File: src/rtl/cbl_pkg.sv
// ----------------------------------------------------------------------------
// cbl_pkg
// shared types, codes and defaults of the convolution engine
// ----------------------------------------------------------------------------
package cbl_pkg;

    localparam int DEF_MAX_CHANNELS = 16;
    localparam int DEF_MAX_KERNELS  = 16;
    localparam int DEF_MAX_WINDOW   = 3;
    localparam int DEF_MAX_HEIGHT   = 64;
    localparam int DEF_MAX_WIDTH    = 64;

    localparam int QUEUE_DEPTH = 4;
    localparam int LEAK_SLOPE  = 6554;

    // item kinds
    localparam logic [1:0] KIND_FEATURE = 2'd0;
    localparam logic [1:0] KIND_WEIGHT  = 2'd1;
    localparam logic [1:0] KIND_SCALE   = 2'd2;
    localparam logic [1:0] KIND_QUERY   = 2'd3;

    // register indexes
    localparam logic [2:0] REG_CHANNELS = 3'd0;
    localparam logic [2:0] REG_KERNELS  = 3'd1;
    localparam logic [2:0] REG_WINDOW   = 3'd2;
    localparam logic [2:0] REG_HEIGHT   = 3'd3;
    localparam logic [2:0] REG_WIDTH    = 3'd4;
    localparam logic [2:0] REG_LEAKY    = 3'd5;

    typedef struct packed {
        logic [4:0] channel_count;
        logic [4:0] kernel_count;
        logic [1:0] window_size;
        logic [6:0] map_height;
        logic [6:0] map_width;
        logic       leaky_enable;
    } t_cfg;

    typedef struct packed {
        logic [1:0]         kind;
        logic               in_range;
        logic [15:0]        address;
        logic signed [15:0] data_word;
        logic signed [31:0] offset_word;
        logic [3:0]         out_channel;
        logic [5:0]         out_row;
        logic [5:0]         out_col;
    } t_cmd;

endpackage

File: src/rtl/cbl_queue.sv
// ----------------------------------------------------------------------------
// cbl_queue
// short command queue between front and engine
// ----------------------------------------------------------------------------
module cbl_queue
    import cbl_pkg::*;
(
    input  logic i_clk,
    input  logic i_rst_n,
    input  logic i_push,
    input  t_cmd i_cmd,
    output logic o_full,
    input  logic i_pop,
    output logic o_valid,
    output t_cmd o_cmd
);

    localparam int PW = $clog2(QUEUE_DEPTH);

    t_cmd          r_mem [QUEUE_DEPTH];
    logic [PW-1:0] r_wp, r_rp;
    logic [PW:0]   r_cnt;

    assign o_full  = r_cnt == (PW+1)'(QUEUE_DEPTH);
    assign o_valid = r_cnt != '0;
    assign o_cmd   = r_mem[r_rp];

    always_ff @(posedge i_clk) begin
        if (i_push) begin
            r_mem[r_wp] <= i_cmd;
        end
    end

    always_ff @(posedge i_clk) begin
        if (!i_rst_n) begin
            r_wp  <= '0;
            r_rp  <= '0;
            r_cnt <= '0;
        end else begin
            if (i_push) begin
                r_wp <= r_wp + 1'b1;
            end
            if (i_pop) begin
                r_rp <= r_rp + 1'b1;
            end
            r_cnt <= r_cnt + (PW+1)'(i_push) - (PW+1)'(i_pop);
        end
    end

endmodule

File: config.mk
export PLATFORM = sky130hd
export DESIGN_NAME = cbl_queue
export DESIGN_NICKNAME = d
export VERILOG_FILES = /design/src/rtl/cbl_pkg.sv /design/src/rtl/cbl_queue.sv
export SDC_FILE = /design/constraint.sdc
export NUM_CORES = 1
export LEC_CHECK = 0
export ABC_AREA = 1
export BUFFER_PORTS_ARGS = -buffer_cell sky130_fd_sc_hd__buf_2
export CAP_MARGIN = 30
export CELL_PAD_IN_SITES_DETAIL_PLACEMENT = 1
export CELL_PAD_IN_SITES_GLOBAL_PLACEMENT = 1
export CORE_MARGIN = 2
export CORE_UTILIZATION = 49
export CTS_BUF_LIST = sky130_fd_sc_hd__clkbuf_8
export DETAILED_ROUTE_END_ITERATION = 16
export MAX_ROUTING_LAYER = met4
export PLACE_DENSITY_LB_ADDON = 0.2
export SLEW_MARGIN = 5
export SYNTH_ARGS = -nofsm -noshare
export SYNTH_HDL_FRONTEND = slang
export SYNTH_SLANG_ARGS = --single-unit
File: constraint.sdc
create_clock -name i_clk -period 3.8 [get_ports i_clk]
set_clock_uncertainty 0.1 [all_clocks]
set_input_delay 0.57 -clock i_clk [delete_from_list [all_inputs] [get_ports i_clk]]
set_output_delay 0.57 -clock i_clk [all_outputs]
set_load 0.01 [all_outputs]
======== Word-level counts from Yosys, hierarchy flattened ========
Memory sizes are Yosys's and may differ from the RTL's. A register that Yosys moved wholly into a read port is not among the register bits.
Cells that the tools add are included.
operators by class
  add/sub/neg operators ................... 4
  multiply operators ...................... 0
  divide/modulo/power cells ............... 0
  order comparisons ....................... 0
  equality and inequality tests ........... 1
  shifts and indexed selects .............. 0
  mux-type cells .......................... 4
  bitwise gates (word level) .............. 0
  reductions and logical operators ........ 1
operator list
  cell                                                           count
  2-bit by 1-bit adder with 2-bit output, second input constant  2
  2-bit 2-to-1 mux                                               2
  3-bit by 1-bit adder with 3-bit output                         1
  3-bit equality test, second input constant                     1
  3-bit nonzero test                                             1
  3-bit by 1-bit subtractor with 3-bit output                    1
  1-bit 2-to-1 mux                                               2
word-level totals
  register bits ........................... 7
  latch bits .............................. 0
  bits in writable memories ............... 332
  memory bits (read-only) ................. 0
  input port bits ......................... 87
  output and inout port bits .............. 85
  logic and storage cells ................. 14
  memories kept ........................... 1
memories
  name   depth  bits a word  read ports  clocked after Yosys merged registers in  wr ports  RTL line         source
  r_mem  4      83           1           1                                        1         cbl_queue.sv:20  t_cmd r_mem [QUEUE_DEPTH];

======== Logic depth before layout (Yosys ltp) ========
  depth in word-level cells ............... 3
  mapped depth ............................ 8
  gate-level depth less buffers ........... 8

======== Worst setup path after synthesis ========
No wires, ideal clock.
  path type ............................... input to register
  from .................................... input port i_push
  to ...................................... memory r_mem[2][0] (netlist name) (enable)
  library setup time ...................... 0.437 ns
  data arrival time ....................... 2.211 ns
  data required time ...................... 3.263 ns
  setup slack ............................. 1.052 ns
  stages .................................. 2
  path buffers ............................ 0
  cells stage by stage .................... nand2_1 > inv_1
between the ends
  word-level cells in the longest chain between the ends .. 2
RTL lines
  what                                    RTL line         source
  from (decl)                             cbl_queue.sv:10  input logic i_push,
  1-bit 2-to-1 mux                        cbl_queue.sv:29  if (i_push) begin
  1-bit 2-to-1 mux (not written as such)  cbl_queue.sv:30  r_mem[r_wp] <= i_cmd;
  to (decl)                               cbl_queue.sv:20
No other way between the ends.

==> impl_metrics.yaml <==
final_layout:
  nFillCells: 2790
  drive_above_1_share_pct: 20.0
  nets: 1302
  area_delta_synth_final_pct: 15.6
  stdcell_area_mm2: 0.0156
worst_hold_path:
  hold_class: "input pin to flip-flop"
yosys:
  synth_top_area_share_pct: 73.8
  synth_fa_ha_area_share_pct: 0.704
  yosys.cell_count.top_type: "edfxtp_1"
  synth_cell_type_count: 17
  synthFlopType: "edfxtp_1"
  synth_top_family_by_area: "compound AO/OA/AOI/OAI gates"
  netlist_area_mm2: 0.0135
  synth_seq_area_share_pct: 75.2
  synth-edff-count: 332
  synth_xor_area_share_pct: 0
  yosys.area_share.simple_pct: 5.02
  synth_top_cell_by_area: "edfxtp_1"
  ys_ff_latch: 341
  ys_async_sr_fraction_pct: 0
  synth_compound_area_share_pct: 11.1
  synth.cells.most_frequent: "edfxtp_1 (332), inv_1 (181), nand2_1 (176), a21oi_1 (89), o211ai_1 (83)"
  syn-num-nets: 1117
  muxShareOfSynthArea_pct: 0
  ys_top_cells_by_area: "edfxtp_1 (74%), inv_1 (5.0%), nand2_1 (4.9%)"
  yosysWarnings: 0
  syn_inst: 1023
  avgSynthCellArea_um2: 13.2
power_and_ir_drop:
  ir_drop_uv: 322
  leakage_nw: 6.18
  power_density_mw_per_mm2: 511
clocking:
  cts-root-buf: "clkbuf_8"
  cts_max_path_buffers: 3
  cts_buffers: 55
  cts_tree: "done"
  cts_hold_buf: 0
  cts_resized: 0
  insertion_delay_ns: 0.56
  path_clk_slew_ns: 0.06
  cts_setup_buffers: 0
  cts_max_level: 2
  clock_sinks: 341
die:
  die_h_um: 170
  coreArea_mm2: 0.0270
  start_util_pct: 50.0
  dieArea_mm2: 0.0289
  io_pins: 172
  die_w_um: 170
  rows: 60
global_route:
  grt_pass1_vias: 8668
  antenna_found_initial: 6
  grt_first_pass_wirelength_um: 45200
  grt_start_max_net_pins: 118
  overflow: 0
  globalRouteTotalUtil_pct: 20.9
critical_path:
  path_max_fanout: 117
  worstPathCellList: "buf_12 -> a21oi_1 -> o21ai_0 -> nand2_1 -> buf_2"
  worstPathArrival_ns: 2.05
  cpPeakStageDelay_ns: 0.51
  cp-end-kind: "output port"
  path_delay_family: "buffers and inverters"
  required_ns: 3.13
  crit_slowest_cell: "dfxtp_4"
  cp-start-kind: "flip-flop"
  path_buf_inv: 2
  worstSetupPathType: "flip-flop to output port"
timing:
  worstMarginPinSlew_ns: 0.771
  timing.slew.headroom_pct: 48.6
  finalCritPeriodShare_pct: 71.5
  final_max_slew_viol_count: 0
  tns_ns: 0
  rsz0062_at_grt: "false"
  period_minus_slack_ns: 2.72
  setup_viol: 0
  hold-worst-slack_ns: 0.120
  fmax_mhz: 368
  finalHoldViolCount: 0
drt:
  drc: 0
  postRouteAntennaNets: 0
  dr.pass1.iters: 4
  m1WireLength_um: 11300
  routed-wl-met3_um: 1440
  finalWirelength_um: 28600
  wl_met2_um: 15300
  drtIter0Drc: 546
  num_vias: 8122
  vias_per_cell: 5.08
  route.detailed.wl_per_inst_um: 17.9
  routed.top_layer: "met4"
placed_design:
  place_area_mm2: 0.0146
  gp_congestion: 0.702
  portBuffers: 171
  dp_hpwl_um: 17300
run_status:
  status: "completed"
job:
  drv_cap: 0
[flip-flops by register name, summed over array words and instances, names as in the netlist, named ones only]
name and count:
r_mem 332, r_cnt 3, r_rp 2, r_wp 2
[cells by family (layout without fill, tap and decap cells)]
group | after synthesis | in the layout
AO/OA/AOI/OAI | 259 | 259
adder cells (fa/ha/maj) | 7 | 7
buffers and inverters | 236 | 464
flip-flops | 341 | 341
other | 0 | 7
AND/OR/NAND/NOR | 180 | 180
[worst register-to-register path, cell delays in order (launching register included)]
cell and delay [ns]:
dfxtp_1 0.34, inv_1 0.15, ha_1 0.19, nand2_1 0.09
inv_4 0.53, buf_4 0.38
[per-layer routing]
| layer | track usage [%] | vias up |
|---|---|---|
| met5 | - | - |
| met2 | 37.3 | 162 |
| met1 | 23.5 | 3967 |
| met3 | 4.67 | 41 |
| li1 | - | 3952 |
| met4 | 6.06 | 0 |
[power by group]
group | switching, mW | leakage, nW | internal (mW)
registers | 0.0539 | 3.13 | 4.30
clock network | 1.34 | 0.586 | 1.51
logic | 0.515 | 2.47 | 0.263
total | 1.91 | 6.18 | 6.08
[worst paths after layout]
kind	start	endpoint	slack [ns]	cells after the start
min	i_cmd[30]	r_mem[3][30]	0.12	1
min reg2reg	r_rp[1]	flip-flop	0.36	2
max	flip-flop	o_cmd[26]	1.08	5
max reg2reg	r_wp[0]	r_mem[2][76]	1.70	5
[area by class of cell]
class	instances	area, µm²	area share (%)
antenna	7	17.5	0.112
sequential	341	10200	65.0
multi-input combinational	446	2280	14.6
timing repair buffer	183	1050	6.70
clock buffer	57	785	5.02
inverter	181	689	4.42
tap	341	427	2.73
clock inverter	43	216	1.39
[cells in the final DEF, fill, tap and decap left out, types with 8 or more instances in the layout]
cell | netlist | final
edfxtp_1 | 332 | 332
inv_1 | 181 | 198
nand2_1 | 176 | 176
o21ai_0 | 47 | 47
buf_2 | 27 | 171
clkbuf_8 | 0 | 57
a21oi_1 | 89 | 89
clkinv_1 | 0 | 18
o211ai_1 | 83 | 83
o21ai_1 | 40 | 40
buf_12 | 0 | 8
[through the flow]
stage | utilization (%) | std cells | worst slack [ns] | power (mW)
2_1_floorplan | - | 1023 | 1.05 | 4.89
3_3_place_gp | 54.0 | 1492 | 1.64 | 5.19
3_5_place_dp | 54.0 | 1492 | 1.61 | 5.23
4_1_cts | 57.7 | 1592 | 0.998 | 8.09
5_1_grt | 57.8 | 1598 | 0.918 | 8.33
6_report | 57.8 | 1599 | 1.08 | 7.99
Note: power is estimated with default switching activity, not from simulation.
