**src/rtl/cbl_pkg.sv**
```systemverilog
// ----------------------------------------------------------------------------
// cbl_pkg
// shared types, codes and defaults of the convolution engine
// ----------------------------------------------------------------------------
package cbl_pkg;

    localparam int DEF_MAX_CHANNELS = 16;
    localparam int DEF_MAX_KERNELS  = 16;
    localparam int DEF_MAX_WINDOW   = 3;
    localparam int DEF_MAX_HEIGHT   = 64;
    localparam int DEF_MAX_WIDTH    = 64;

    localparam int QUEUE_DEPTH = 4;
    localparam int LEAK_SLOPE  = 6554;

    // item kinds
    localparam logic [1:0] KIND_FEATURE = 2'd0;
    localparam logic [1:0] KIND_WEIGHT  = 2'd1;
    localparam logic [1:0] KIND_SCALE   = 2'd2;
    localparam logic [1:0] KIND_QUERY   = 2'd3;

    // register indexes
    localparam logic [2:0] REG_CHANNELS = 3'd0;
    localparam logic [2:0] REG_KERNELS  = 3'd1;
    localparam logic [2:0] REG_WINDOW   = 3'd2;
    localparam logic [2:0] REG_HEIGHT   = 3'd3;
    localparam logic [2:0] REG_WIDTH    = 3'd4;
    localparam logic [2:0] REG_LEAKY    = 3'd5;

    typedef struct packed {
        logic [4:0] channel_count;
        logic [4:0] kernel_count;
        logic [1:0] window_size;
        logic [6:0] map_height;
        logic [6:0] map_width;
        logic       leaky_enable;
    } t_cfg;

    typedef struct packed {
        logic [1:0]         kind;
        logic               in_range;
        logic [15:0]        address;
        logic signed [15:0] data_word;
        logic signed [31:0] offset_word;
        logic [3:0]         out_channel;
        logic [5:0]         out_row;
        logic [5:0]         out_col;
    } t_cmd;

endpackage

```
**src/rtl/cbl_front.sv**
```systemverilog
// ----------------------------------------------------------------------------
// cbl_front
// takes input transactions, classifies them and pushes commands to the queue
// ----------------------------------------------------------------------------
module cbl_front
    import cbl_pkg::*;
#(
    parameter int MAX_CHANNELS = DEF_MAX_CHANNELS,
    parameter int MAX_KERNELS  = DEF_MAX_KERNELS,
    parameter int MAX_WINDOW   = DEF_MAX_WINDOW,
    parameter int MAX_HEIGHT   = DEF_MAX_HEIGHT,
    parameter int MAX_WIDTH    = DEF_MAX_WIDTH
) (
    input  logic        s_axis_tvalid,
    output logic        s_axis_tready,
    input  logic [79:0] s_axis_tdata,
    input  logic [1:0]  s_axis_tuser,
    input  logic        i_full,
    output logic        o_push,
    output t_cmd        o_cmd
);

    localparam longint FEAT_DEPTH = longint'(MAX_CHANNELS) * MAX_HEIGHT * MAX_WIDTH;
    localparam longint WGT_DEPTH  =
        longint'(MAX_KERNELS) * MAX_CHANNELS * MAX_WINDOW * MAX_WINDOW;

    logic [15:0] addr;

    assign addr          = s_axis_tdata[15:0];
    assign s_axis_tready = !i_full;
    assign o_push        = s_axis_tvalid && !i_full;

    always_comb begin
        o_cmd             = '0;
        o_cmd.kind        = s_axis_tuser;
        o_cmd.address     = addr;
        o_cmd.data_word   = s_axis_tdata[31:16];
        o_cmd.offset_word = s_axis_tdata[63:32];
        o_cmd.out_channel = s_axis_tdata[67:64];
        o_cmd.out_row     = s_axis_tdata[73:68];
        o_cmd.out_col     = s_axis_tdata[79:74];
        // loads beyond the store depth are dropped by the engine
        unique case (s_axis_tuser)
            KIND_FEATURE: o_cmd.in_range = longint'(addr) < FEAT_DEPTH;
            KIND_WEIGHT:  o_cmd.in_range = longint'(addr) < WGT_DEPTH;
            KIND_SCALE:   o_cmd.in_range = int'(addr) < MAX_KERNELS;
            KIND_QUERY:   o_cmd.in_range = 1'b1;
            default:      o_cmd.in_range = 1'b0;
        endcase
    end

endmodule

```
**config.mk**
```make
export PLATFORM = sky130hd
export DESIGN_NAME = cbl_front
export DESIGN_NICKNAME = d
export VERILOG_FILES = /design/src/rtl/cbl_pkg.sv /design/src/rtl/cbl_front.sv
export SDC_FILE = /design/constraint.sdc
export NUM_CORES = 1
export LEC_CHECK = 0
export BUFFER_PORTS_ARGS = -buffer_cell sky130_fd_sc_hd__buf_2
export CAP_MARGIN = 20
export CORE_AREA = 2 2 66 68
export DETAILED_ROUTE_END_ITERATION = 8
export DIE_AREA = 0 0 68 70
export GPL_ROUTABILITY_DRIVEN = 0
export PLACE_DENSITY = 0.66
export SYNTH_ARGS = -nofsm -noshare
export SYNTH_HDL_FRONTEND = slang
export SYNTH_SLANG_ARGS = --single-unit
```
**constraint.sdc**
```tcl
create_clock -name vclk -period 1.2
set_clock_uncertainty 0.15 [all_clocks]
set_input_delay 0.18 -clock vclk [all_inputs]
set_output_delay 0.18 -clock vclk [all_outputs]
set_load 0.02 [all_outputs]
```
---- Yosys cells after proc, flatten, opt, wreduce, memory -nomap -nowiden ----
Cells that the tools add are included.
word-level totals
  register bits ........................... 0
  bits in latches ......................... 0
  RAM bits ................................ 0
  bits in read-only memories .............. 0
  bits of input ports ..................... 84
  output and inout bits ................... 85
  logic and storage cells ................. 10
  memories ................................ 0
operators by class
  $add $sub $neg .......................... 0
  multipliers ............................. 0
  div/mod/pow operators ................... 0
  order comparisons ....................... 2
  equality and inequality tests ........... 3
  shift-type cells ........................ 0
  muxes and demuxes ....................... 1
  bitwise gates (word level) .............. 0
  reductions and logical operators ........ 4
operators with widths
  kind                                                                     count
  16-bit by 12-bit < comparator with 1-bit output (second input constant)  1
  16-bit by 5-bit < comparator with 1-bit output (second input constant)   1
  2-bit equality test (second input constant)                              2
  1-bit case mux with 3 select lines                                       1
  2-bit by 1-bit equality test with 1-bit output (second input constant)   1
  2-bit zero test                                                          1
  2-bit OR reduction                                                       1
  1-bit logical AND                                                        1
  1-bit zero test                                                          1

---- Logic depth before layout (Yosys ltp) ----
Gate-level depths: netlist of run 1.
  word-level depth ........................ 3
  gate-level depth with buffers ........... 5
  mapped depth without buffers ............ 5

---- Least setup slack after synthesis of run 1 ----
OpenSTA, ideal clock, no wires.
  path type ............................... input -> output
  from .................................... input s_axis_tdata[12]
  to ...................................... output o_cmd[80] in the netlist's numbering
  arrival ................................. 1.059 ns
  data required time ...................... 0.870 ns
  setup slack ............................. -0.189 ns
  stages on the path ...................... 2
  buffers on the path ..................... 0
  path through ............................ or4_1 o22ai_1
RTL lines
  item             RTL line         text
  start, declared  cbl_front.sv:16  input logic [79:0] s_axis_tdata,
  end, declared    cbl_front.sv:20  output t_cmd o_cmd

==> results of run 1 <==
power by group:
part / leakage, nW / internal [W] / switching, W
clock network: 0 / 0 / 0
logic: 0.205 / 0.0000749 / 0.0000886
registers: 0 / 0 / 0
area by class of cell:
type / instances / area share
Inverter: 4 / 0.0651
Timing Repair Buffer: 33 / 0.470
Multi-Input combinational cell: 10 / 0.311
Tap cell: 52 / 0.154
synthesized netlist by cell type:
| cell | n |
|---|---|
| buf_4 | 82 |
| nor2_1 | 1 |
| nor2b_1 | 1 |
| or4_1 | 1 |
| nor3_1 | 1 |
| o31ai_1 | 1 |
| a32oi_1 | 1 |
| ha_1 | 2 |
| o22ai_1 | 1 |
| nor4b_1 | 1 |
| inv_1 | 4 |
kinds of logic after synthesis:
kind of cell	Yosys count	synth area share
and+or+nand+nor	5	0.0441
AOI/OAI and AO/OA	3	0.0318
adders and majority gates	2	0.0353
buffers and inverters	86	0.889
what timing repair did:
item,CTS,global route
setup endpoints to repair,1,1
gates cloned,0,0
pin swaps,3,2
buffers inserted,0,0
hold buffers,0,0
resized for setup,7,5
layer usage:
metal  vias up  wire length, um  track usage
met4         0              269        0.104
li1        118                -            -
met5         -                0            0
met2        36              483       0.0485
met3        40              265       0.0129
met1       134              250       0.0234
through the flow:
stage / util / power (W) / TNS, ns / worst slack (ns)
6_report: 0.102 / 0.000163 / -0.224 / -0.224
2_1_floorplan: - / 0.000438 / -0.0148 / -0.0148
3_5_place_dp: 0.0888 / 0.000145 / -0.353 / -0.353
5_1_grt: 0.102 / 0.000177 / -0.262 / -0.262
4_1_cts: 0.0948 / 0.000157 / -0.240 / -0.240
3_3_place_gp: 0.0888 / 0.000144 / -0.348 / -0.348
final timing paths:
check | to | from | slack [ns]
min | o_cmd[27] | s_axis_tdata[43] | 0.21
max | o_cmd[80] | s_axis_tuser[0] | -0.22
==> flow_metrics.tcl, run 1 <==
set metrics [dict create \
    slowest_stage "nor4b_4" \
    finalCritPeriodShare 1.19 \
    postSynthCellCount 96 \
    clkbuf_count 0 \
    status "finished with violations" \
    grt_max_degree 4 \
    hold_violations 0 \
    antenna_found_initial 0 \
    drive_gt1_frac 0.830 \
    nNetsFinal 135 \
    multi_input_area_um2 131 \
    syn2layout_area_growth_pct -40.4 \
    worst-slew-pin-transition_ns 0.269 \
    violations "negative setup slack" \
    rows 24 \
    drc 0 \
    ios 169 \
    ys_types 11 \
    layoutNonFillerInstCount 99 \
    cp.arrival_ns 1.09 \
    die_x_um 68 \
    worst-setup-path-type "primary input to primary output" \
    io_buffers 33 \
    fill_cells 489 \
    grt_usage 0.0400 \
    fmax_ghz 0.702 \
    core-area_mm2 0.00414 \
    crit_family "compound AO/OA/AOI/OAI gates" \
    p_leak_nw 0.205 \
    path_cells "buf_12 > clkinv_8 > ha_4 > nor4b_4 > a32oi_2 > o22ai_4 > buf_6" \
    critPathMaxStageDelay_ns 0.21 \
    grt-ovfl-total 0 \
    start_util 0.171 \
    fin_area_um2 423 \
    yosys-top-cells-area "buf_4 (87%), ha_1 (3.5%), inv_1 (2.1%), a32oi_1 (1.2%), nor4b_1 (1.2%)" \
    vias_per_cell 3.31 \
    seqCellArea_um2 0 \
    peakVddDrop_uv 39.6 \
    seq_cell_count 0 \
    syn_avg_cell_area_um2 7.39 \
    ys.warnings.count 0 \
    crit_required_ns 0.87 \
    yosys.area.top_type "buf_4" \
    hold_class "primary input to primary output" \
    wl_um 1270 \
    setup_viol 1 \
    first_iter_violations 3 \
    drt_first_pass_iters 2 \
    layout_commonest_cell "buf_2" \
    p_per_area_mw_per_mm2 387 \
    relSlewSlack 0.819 \
    insertedDiodeCount 0 \
    worstSetupPathDepth 7 \
    grt_pass1_wl_um 1440 \
    worst_slack_ns -0.224 \
    grt_pass1_vias 286 \
    ys_seq_area_frac 0 \
    rsz0062_at_grt "true" \
    die_area_mm2 0.00476 \
    dp_cells 99 \
    finalMaxSlewViolations 0 \
    vias 328 \
    cap_violations 0 \
    syn_nets 182 \
    final_cell_mix "buf_2 (29), inv_1 (3), buf_6 (3)" \
    fin_crit_ns 1.42 \
    timing.hold.ws_ns 0.210 \
    crit_buf_inv 3 \
    routedWlPerCell_um 12.8 \
    crit_path_end_kind "primary output" \
    syn_area_um2 709 \
    antenna_left 0 \
    place_area_um2 368 \
    crit_path_start_kind "primary input" \
    die_height_um 70 \
    hold_depth 0 \
    dpl.hpwl_um 1030 \
    yosysTopAreaCellShare 0.868 \
    path_max_fanout 3 \
]
(Power assumes the default switching activity.)
==> run 2: changes to the inputs <==
--- a/config.mk
+++ b/config.mk
@@ -11,7 +11,7 @@
 export DETAILED_ROUTE_END_ITERATION = 8
 export DIE_AREA = 0 0 68 70
 export GPL_ROUTABILITY_DRIVEN = 0
-export PLACE_DENSITY = 0.66
+export PLACE_DENSITY = 0.7
 export SYNTH_ARGS = -nofsm -noshare
 export SYNTH_HDL_FRONTEND = slang
 export SYNTH_SLANG_ARGS = --single-unit
==> run 2 against run 1 <==
Against the previous run: the flow still finishes with violations (negative setup slack); die area stayed put; sequential share of layout area stayed put; fmax grew 0.22%; sequential cell count stayed put; count of clock-buffer cells in the layout unchanged; critical path depth fell by 3; global-route usage grew 0.58 points; power shrank 3.7%; via count is 3.7% higher; combinational power decreased by 4%; setup slack improved by 0.0031 ns; highest routed layer unchanged.
==> flow_metrics.tcl, run 2 (synthesis results as in run 1) <==
set metrics [dict create \
    status "finished with violations" \
    violations "negative setup slack" \
    crit_family "simple AND/OR/NAND/NOR gates" \
    fin_crit_ns 1.42 \
    tns_ns -0.221 \
    finalMaxSlewViolations 0 \
    die_area_mm2 0.00476 \
    grtUsageMet3 0.0225 \
    grt_max_degree 4 \
    crit_required_ns 0.87 \
    dpl.hpwl_um 1140 \
    seqCellArea_um2 0 \
    drive_gt1_frac 0.830 \
    crit_buf_inv 2 \
    met2_usage 0.0647 \
    worstSetupStartpoint "s_axis_tdata[15]" \
    routedWlPerCell_um 13.2 \
    critPathMaxStageDelay_ns 0.55 \
    cts_setup_buffers 0 \
    drt_first_pass_iters 2 \
    hold_depth 0 \
    crit_path_end_kind "primary output" \
    grt-ovfl-total 0 \
    path_cells "buf_6 > or4_4 > o22ai_4 > buf_6" \
    timing.hold.ws_ns 0.210 \
    start_util 0.171 \
    die_height_um 70 \
    p_per_area_mw_per_mm2 385 \
    p_leak_nw 0.201 \
    dpl_worst_slack_ns -0.360 \
    vias 340 \
    rows 24 \
    utilization 0.0987 \
    finalCritPeriodShare 1.18 \
    fin_area_um2 409 \
    antenna_found_initial 0 \
    nNetsFinal 135 \
    final_cell_mix "buf_2 (29), buf_6 (4), inv_1 (3)" \
    cap_violations 0 \
    clkbuf_count 0 \
    die_x_um 68 \
    fill_cells 486 \
    syn2layout_area_growth_pct -42.3 \
    cpMostUsedCell "buf_6" \
    antenna_left 0 \
    hold_violations 0 \
    worst-setup-path-type "primary input to primary output" \
    io_buffers 33 \
    wl_um 1310 \
    fmax_ghz 0.704 \
    layout_commonest_cell "buf_2" \
    worst_slack_ns -0.221 \
    path_max_fanout 2 \
    slowest_stage "or4_4" \
    first_iter_violations 7 \
    worstSetupPathDepth 4 \
    setup_viol 1 \
    busiest_layer "met4" \
    worstSetupEndpoint "o_cmd[80]" \
    grt_pass1_wl_um 1700 \
    insertedDiodeCount 0 \
    cp.arrival_ns 1.09 \
    worst-slew-pin-transition_ns 0.256 \
    vias_per_cell 3.43 \
    drc 0 \
    peakVddDrop_uv 37.2 \
    rsz0062_at_grt "true" \
    grt_pass1_vias 338 \
    crit_path_start_kind "primary input" \
    grt_usage 0.0458 \
    hold_buffers 0 \
    relSlewSlack 0.828 \
    ios 169 \
    seq_cell_count 0 \
    core-area_mm2 0.00414 \
    place_area_um2 368 \
    hold_class "primary input to primary output" \
    met1_usage 0.0244 \
]
## run 2: cell types whose count changed in the layout (fill, tap and decap cells not counted)
cell	change
buf_12	-1
buf_6	+1
clkinv_8	-1
inv_8	+1
## run 2: worst min path at each step
| stage | start | endpoint | slack (ns) |
|---|---|---|---|
| finish | s_axis_tdata[33] | o_cmd[17] | 0.21 |
| global route | s_axis_tdata[68] | o_cmd[6] | 0.21 |
| CTS | s_axis_tdata[72] | o_cmd[10] | 0.21 |
| detailed placement | s_axis_tdata[72] | o_cmd[10] | 0.21 |
| global placement | s_axis_tdata[72] | o_cmd[10] | 0.21 |
| floorplan | i_full | s_axis_tready | 0.29 |
## run 2: layer usage
layer	vias up	part of all wire
li1	118	-
met1	129	0.20
met2	49	0.41
met3	44	0.21
met4	0	0.18
met5	-	0
## run 2: where the power goes
part / internal, W / leakage (nW) / switching, W
clock network: 0 / 0 / 0
registers: 0 / 0 / 0
logic: 0.0000702 / 0.201 / 0.0000872
## run 2: what timing repair did
action / CTS / global route
setup endpoints to repair: 1 / 1
resized for setup: 7 / 2
pin swaps: 3 / 0
## run 2: per-stage QoR
stage	std cells	power, W
CTS	99	0.000155
floorplan	96	0.000438
global placement	99	0.000142
detailed placement	99	0.000144
global route	99	0.000171
finish	99	0.000157
## run 2: area by class of cell
| class | count | area [um^2] | share of cell area |
|---|---|---|---|
| inverter | 4 | 22.5 | 0.0550 |
| multi-input combinational | 10 | 131 | 0.321 |
| tap | 52 | 65.1 | 0.159 |
| timing repair buffer | 33 | 190 | 0.465 |
==> run 3: changes to the inputs <==
--- a/config.mk
+++ b/config.mk
@@ -5,13 +5,16 @@
 export SDC_FILE = /design/constraint.sdc
 export NUM_CORES = 1
 export LEC_CHECK = 0
+export ABC_AREA = 1
 export BUFFER_PORTS_ARGS = -buffer_cell sky130_fd_sc_hd__buf_2
 export CAP_MARGIN = 20
 export CORE_AREA = 2 2 66 68
 export DETAILED_ROUTE_END_ITERATION = 8
 export DIE_AREA = 0 0 68 70
 export GPL_ROUTABILITY_DRIVEN = 0
-export PLACE_DENSITY = 0.7
+export MAX_ROUTING_LAYER = met4
+export PLACE_DENSITY = 0.71
+export RECOVER_POWER = 50
 export SYNTH_ARGS = -nofsm -noshare
 export SYNTH_HDL_FRONTEND = slang
 export SYNTH_SLANG_ARGS = --single-unit
==> run 3 against run 2 <==
Against the previous run: the run still ends with negative setup slack left; first-iteration DRC count down 100%; fmax up 16%; synthesized cell count up 15%; critical path depth up 5; design area up 2.4%; die area unchanged; synthesized area up 4.2%; global-route usage up 0.55 points; hold slack unchanged; final cell count up 16%.
==> flow_metrics.tcl, run 3 <==
set metrics [dict create \
    dpl_worst_slack_ns -0.125 \
    antenna_left 0 \
    wl_um 1340 \
    cpMostUsedCell "nand2_1" \
    violations "negative setup slack" \
    m1WireLength_um 265 \
    ios 169 \
    cp.arrival_ns 0.90 \
    worst-setup-path-type "primary input to primary output" \
    grt-ovfl-total 0 \
    cap_violations 0 \
    yosysTopAreaCellShare 0.832 \
    critPathMaxStageDelay_ns 0.11 \
    finalMaxSlewViolations 0 \
    crit_family "simple AND/OR/NAND/NOR gates" \
    utilization 0.101 \
    seq_cell_count 0 \
    path_cells "buf_6 > nor2_2 > nand2_2 > nor2_1 > nand2_1 > nand2_1 > nand2_1 > nand2_2 > buf_6" \
    grt_max_degree 4 \
    hold_buffers 0 \
    postSynthCellCount 110 \
    crit_required_ns 0.87 \
    ys_types 6 \
    clkbuf_count 0 \
    p_sw_w 0.0000850 \
    crit_buf_inv 2 \
    drive_gt1_frac 0.651 \
    worstSetupPathDepth 9 \
    worst_slack_ns -0.0254 \
    yosys-top-cells-area "buf_4 (83%), nand2_1 (4.6%), inv_1 (4.1%), nor2_1 (4.1%), ha_1 (3.4%)" \
    fmax_ghz 0.816 \
    yosys-top-cells-count "buf_4 (82), nand2_1 (9), inv_1 (8), nor2_1 (8), ha_1 (2)" \
    ys.warnings.count 0 \
    finalCritPeriodShare 1.02 \
    start_util 0.178 \
    antenna_found_initial 0 \
    p_leak_nw 0.235 \
    syn_area_um2 739 \
    core-area_mm2 0.00414 \
    dpl.hpwl_um 1140 \
    power_w 0.000152 \
    swShare 0.557 \
    layout_commonest_cell "buf_2" \
    rsz0062_at_grt "true" \
    final_cell_mix "buf_2 (29), inv_1 (7), nand2_1 (7)" \
    routed.top_layer "met4" \
    worst-slew-pin-transition_ns 0.145 \
    power_frac_clock 0 \
    syn_nets 196 \
    relSlewSlack 0.903 \
    syn2layout_area_growth_pct -43.3 \
    syn_avg_cell_area_um2 6.72 \
    fin_crit_ns 1.23 \
    status "finished with violations" \
    yosysMostFrequentCell "buf_4" \
    die_area_mm2 0.00476 \
    hold_class "primary input to primary output" \
    grt_pass1_wl_um 1820 \
    p_int_w 0.0000675 \
    io_buffers 33 \
    vias 385 \
    crit_path_start_kind "primary input" \
    nNetsFinal 151 \
    first_iter_violations 0 \
    fill_cells 490 \
    routedWlPerCell_um 11.6 \
    seqCellArea_um2 0 \
    path_max_fanout 2 \
    yosys.area.top_type "buf_4" \
    die_x_um 68 \
    slowest_stage "buf_6" \
    hold_violations 0 \
    wl_met3_um 278 \
    drt_first_pass_iters 1 \
    drc 0 \
    crit_path_end_kind "primary output" \
    setup_viol 1 \
    rows 24 \
    p_seq_frac 0 \
    worstSetupEndpoint "o_cmd[80]" \
    grt_pass1_vias 371 \
    vias_per_cell 3.35 \
    die_height_um 70 \
    worstSetupStartpoint "s_axis_tdata[14]" \
    ys_seq_area_frac 0 \
    grt_usage 0.0513 \
    insertedDiodeCount 0 \
    p_per_area_mw_per_mm2 364 \
    cts_setup_buffers 0 \
    p_comb_frac 1.000 \
    wl_met2_um 514 \
    peakVddDrop_uv 39.6 \
]
[run 3: cell count changes after synthesis]
cell     before  now
nor2b_1       1    0
a32oi_1       1    0
inv_1         4    8
nor3_1        1    0
nor4b_1       1    0
nor2_1        1    8
nand2_1       0    9
or4_1         1    0
a21oi_1       0    1
o31ai_1       1    0
o22ai_1       1    0
[run 3: stage by stage]
stage | instance area (um^2) | cells | hold WS (ns) | TNS [ns]
floorplan | 739 | 110 | 0.287 | 0
global placement | 369 | 115 | 0.210 | -0.0875
detailed placement | 369 | 115 | 0.210 | -0.125
CTS | 407 | 115 | 0.210 | -0.0719
global route | 419 | 115 | 0.210 | -0.117
finish | 419 | 115 | 0.210 | -0.0254
[run 3: layout make-up]
class	count	area [um^2]	area share
multi-input combinational	20	116	0.278
timing repair buffer	35	205	0.490
tap	52	65.1	0.155
inverter	8	32.5	0.0776
[run 3: cell families after synthesis]
logic type / count (synthesis) / synth area share
buffers and inverters: 90 / 0.873
AND/OR/NAND/NOR: 17 / 0.0863
adder cells (fa/ha/maj): 2 / 0.0338
AO/OA/AOI/OAI: 1 / 0.00676
[run 3: power groups by stage]
stage	Clock [W]	Combinational [W]	Sequential [W]
floorplan	0	0.000429	0
global route	0	0.000168	0
CTS	0	0.000150	0
detailed placement	0	0.000135	0
finish	0	0.000152	0
global placement	0	0.000133	0
[run 3: what timing repair did]
action                                  in CTS  in global routing
pin swaps                                    3                  3
endpoints found under the setup margin       1                  1
gates resized for setup                      8                  5
[run 3: how the worst min path moves through the flow]
stage / slack (ns) / from / cells past startpoint / to
2_1_floorplan: 0.29 / i_full / 1 / s_axis_tready
3_5_place_dp: 0.21 / s_axis_tdata[44] / 0 / o_cmd[28]
5_1_grt: 0.21 / s_axis_tdata[59] / 0 / o_cmd[43]
4_1_cts: 0.21 / s_axis_tdata[44] / 0 / o_cmd[28]
3_3_place_gp: 0.21 / s_axis_tdata[44] / 0 / o_cmd[28]
6_report: 0.21 / s_axis_tdata[64] / 0 / o_cmd[12]
[run 3: routing by layer]
layer  vias to the layer above  track usage
met5                         -            -
met4                         0        0.113
met3                        58       0.0177
met2                        26       0.0723
met1                       151       0.0254
li1                        150            -
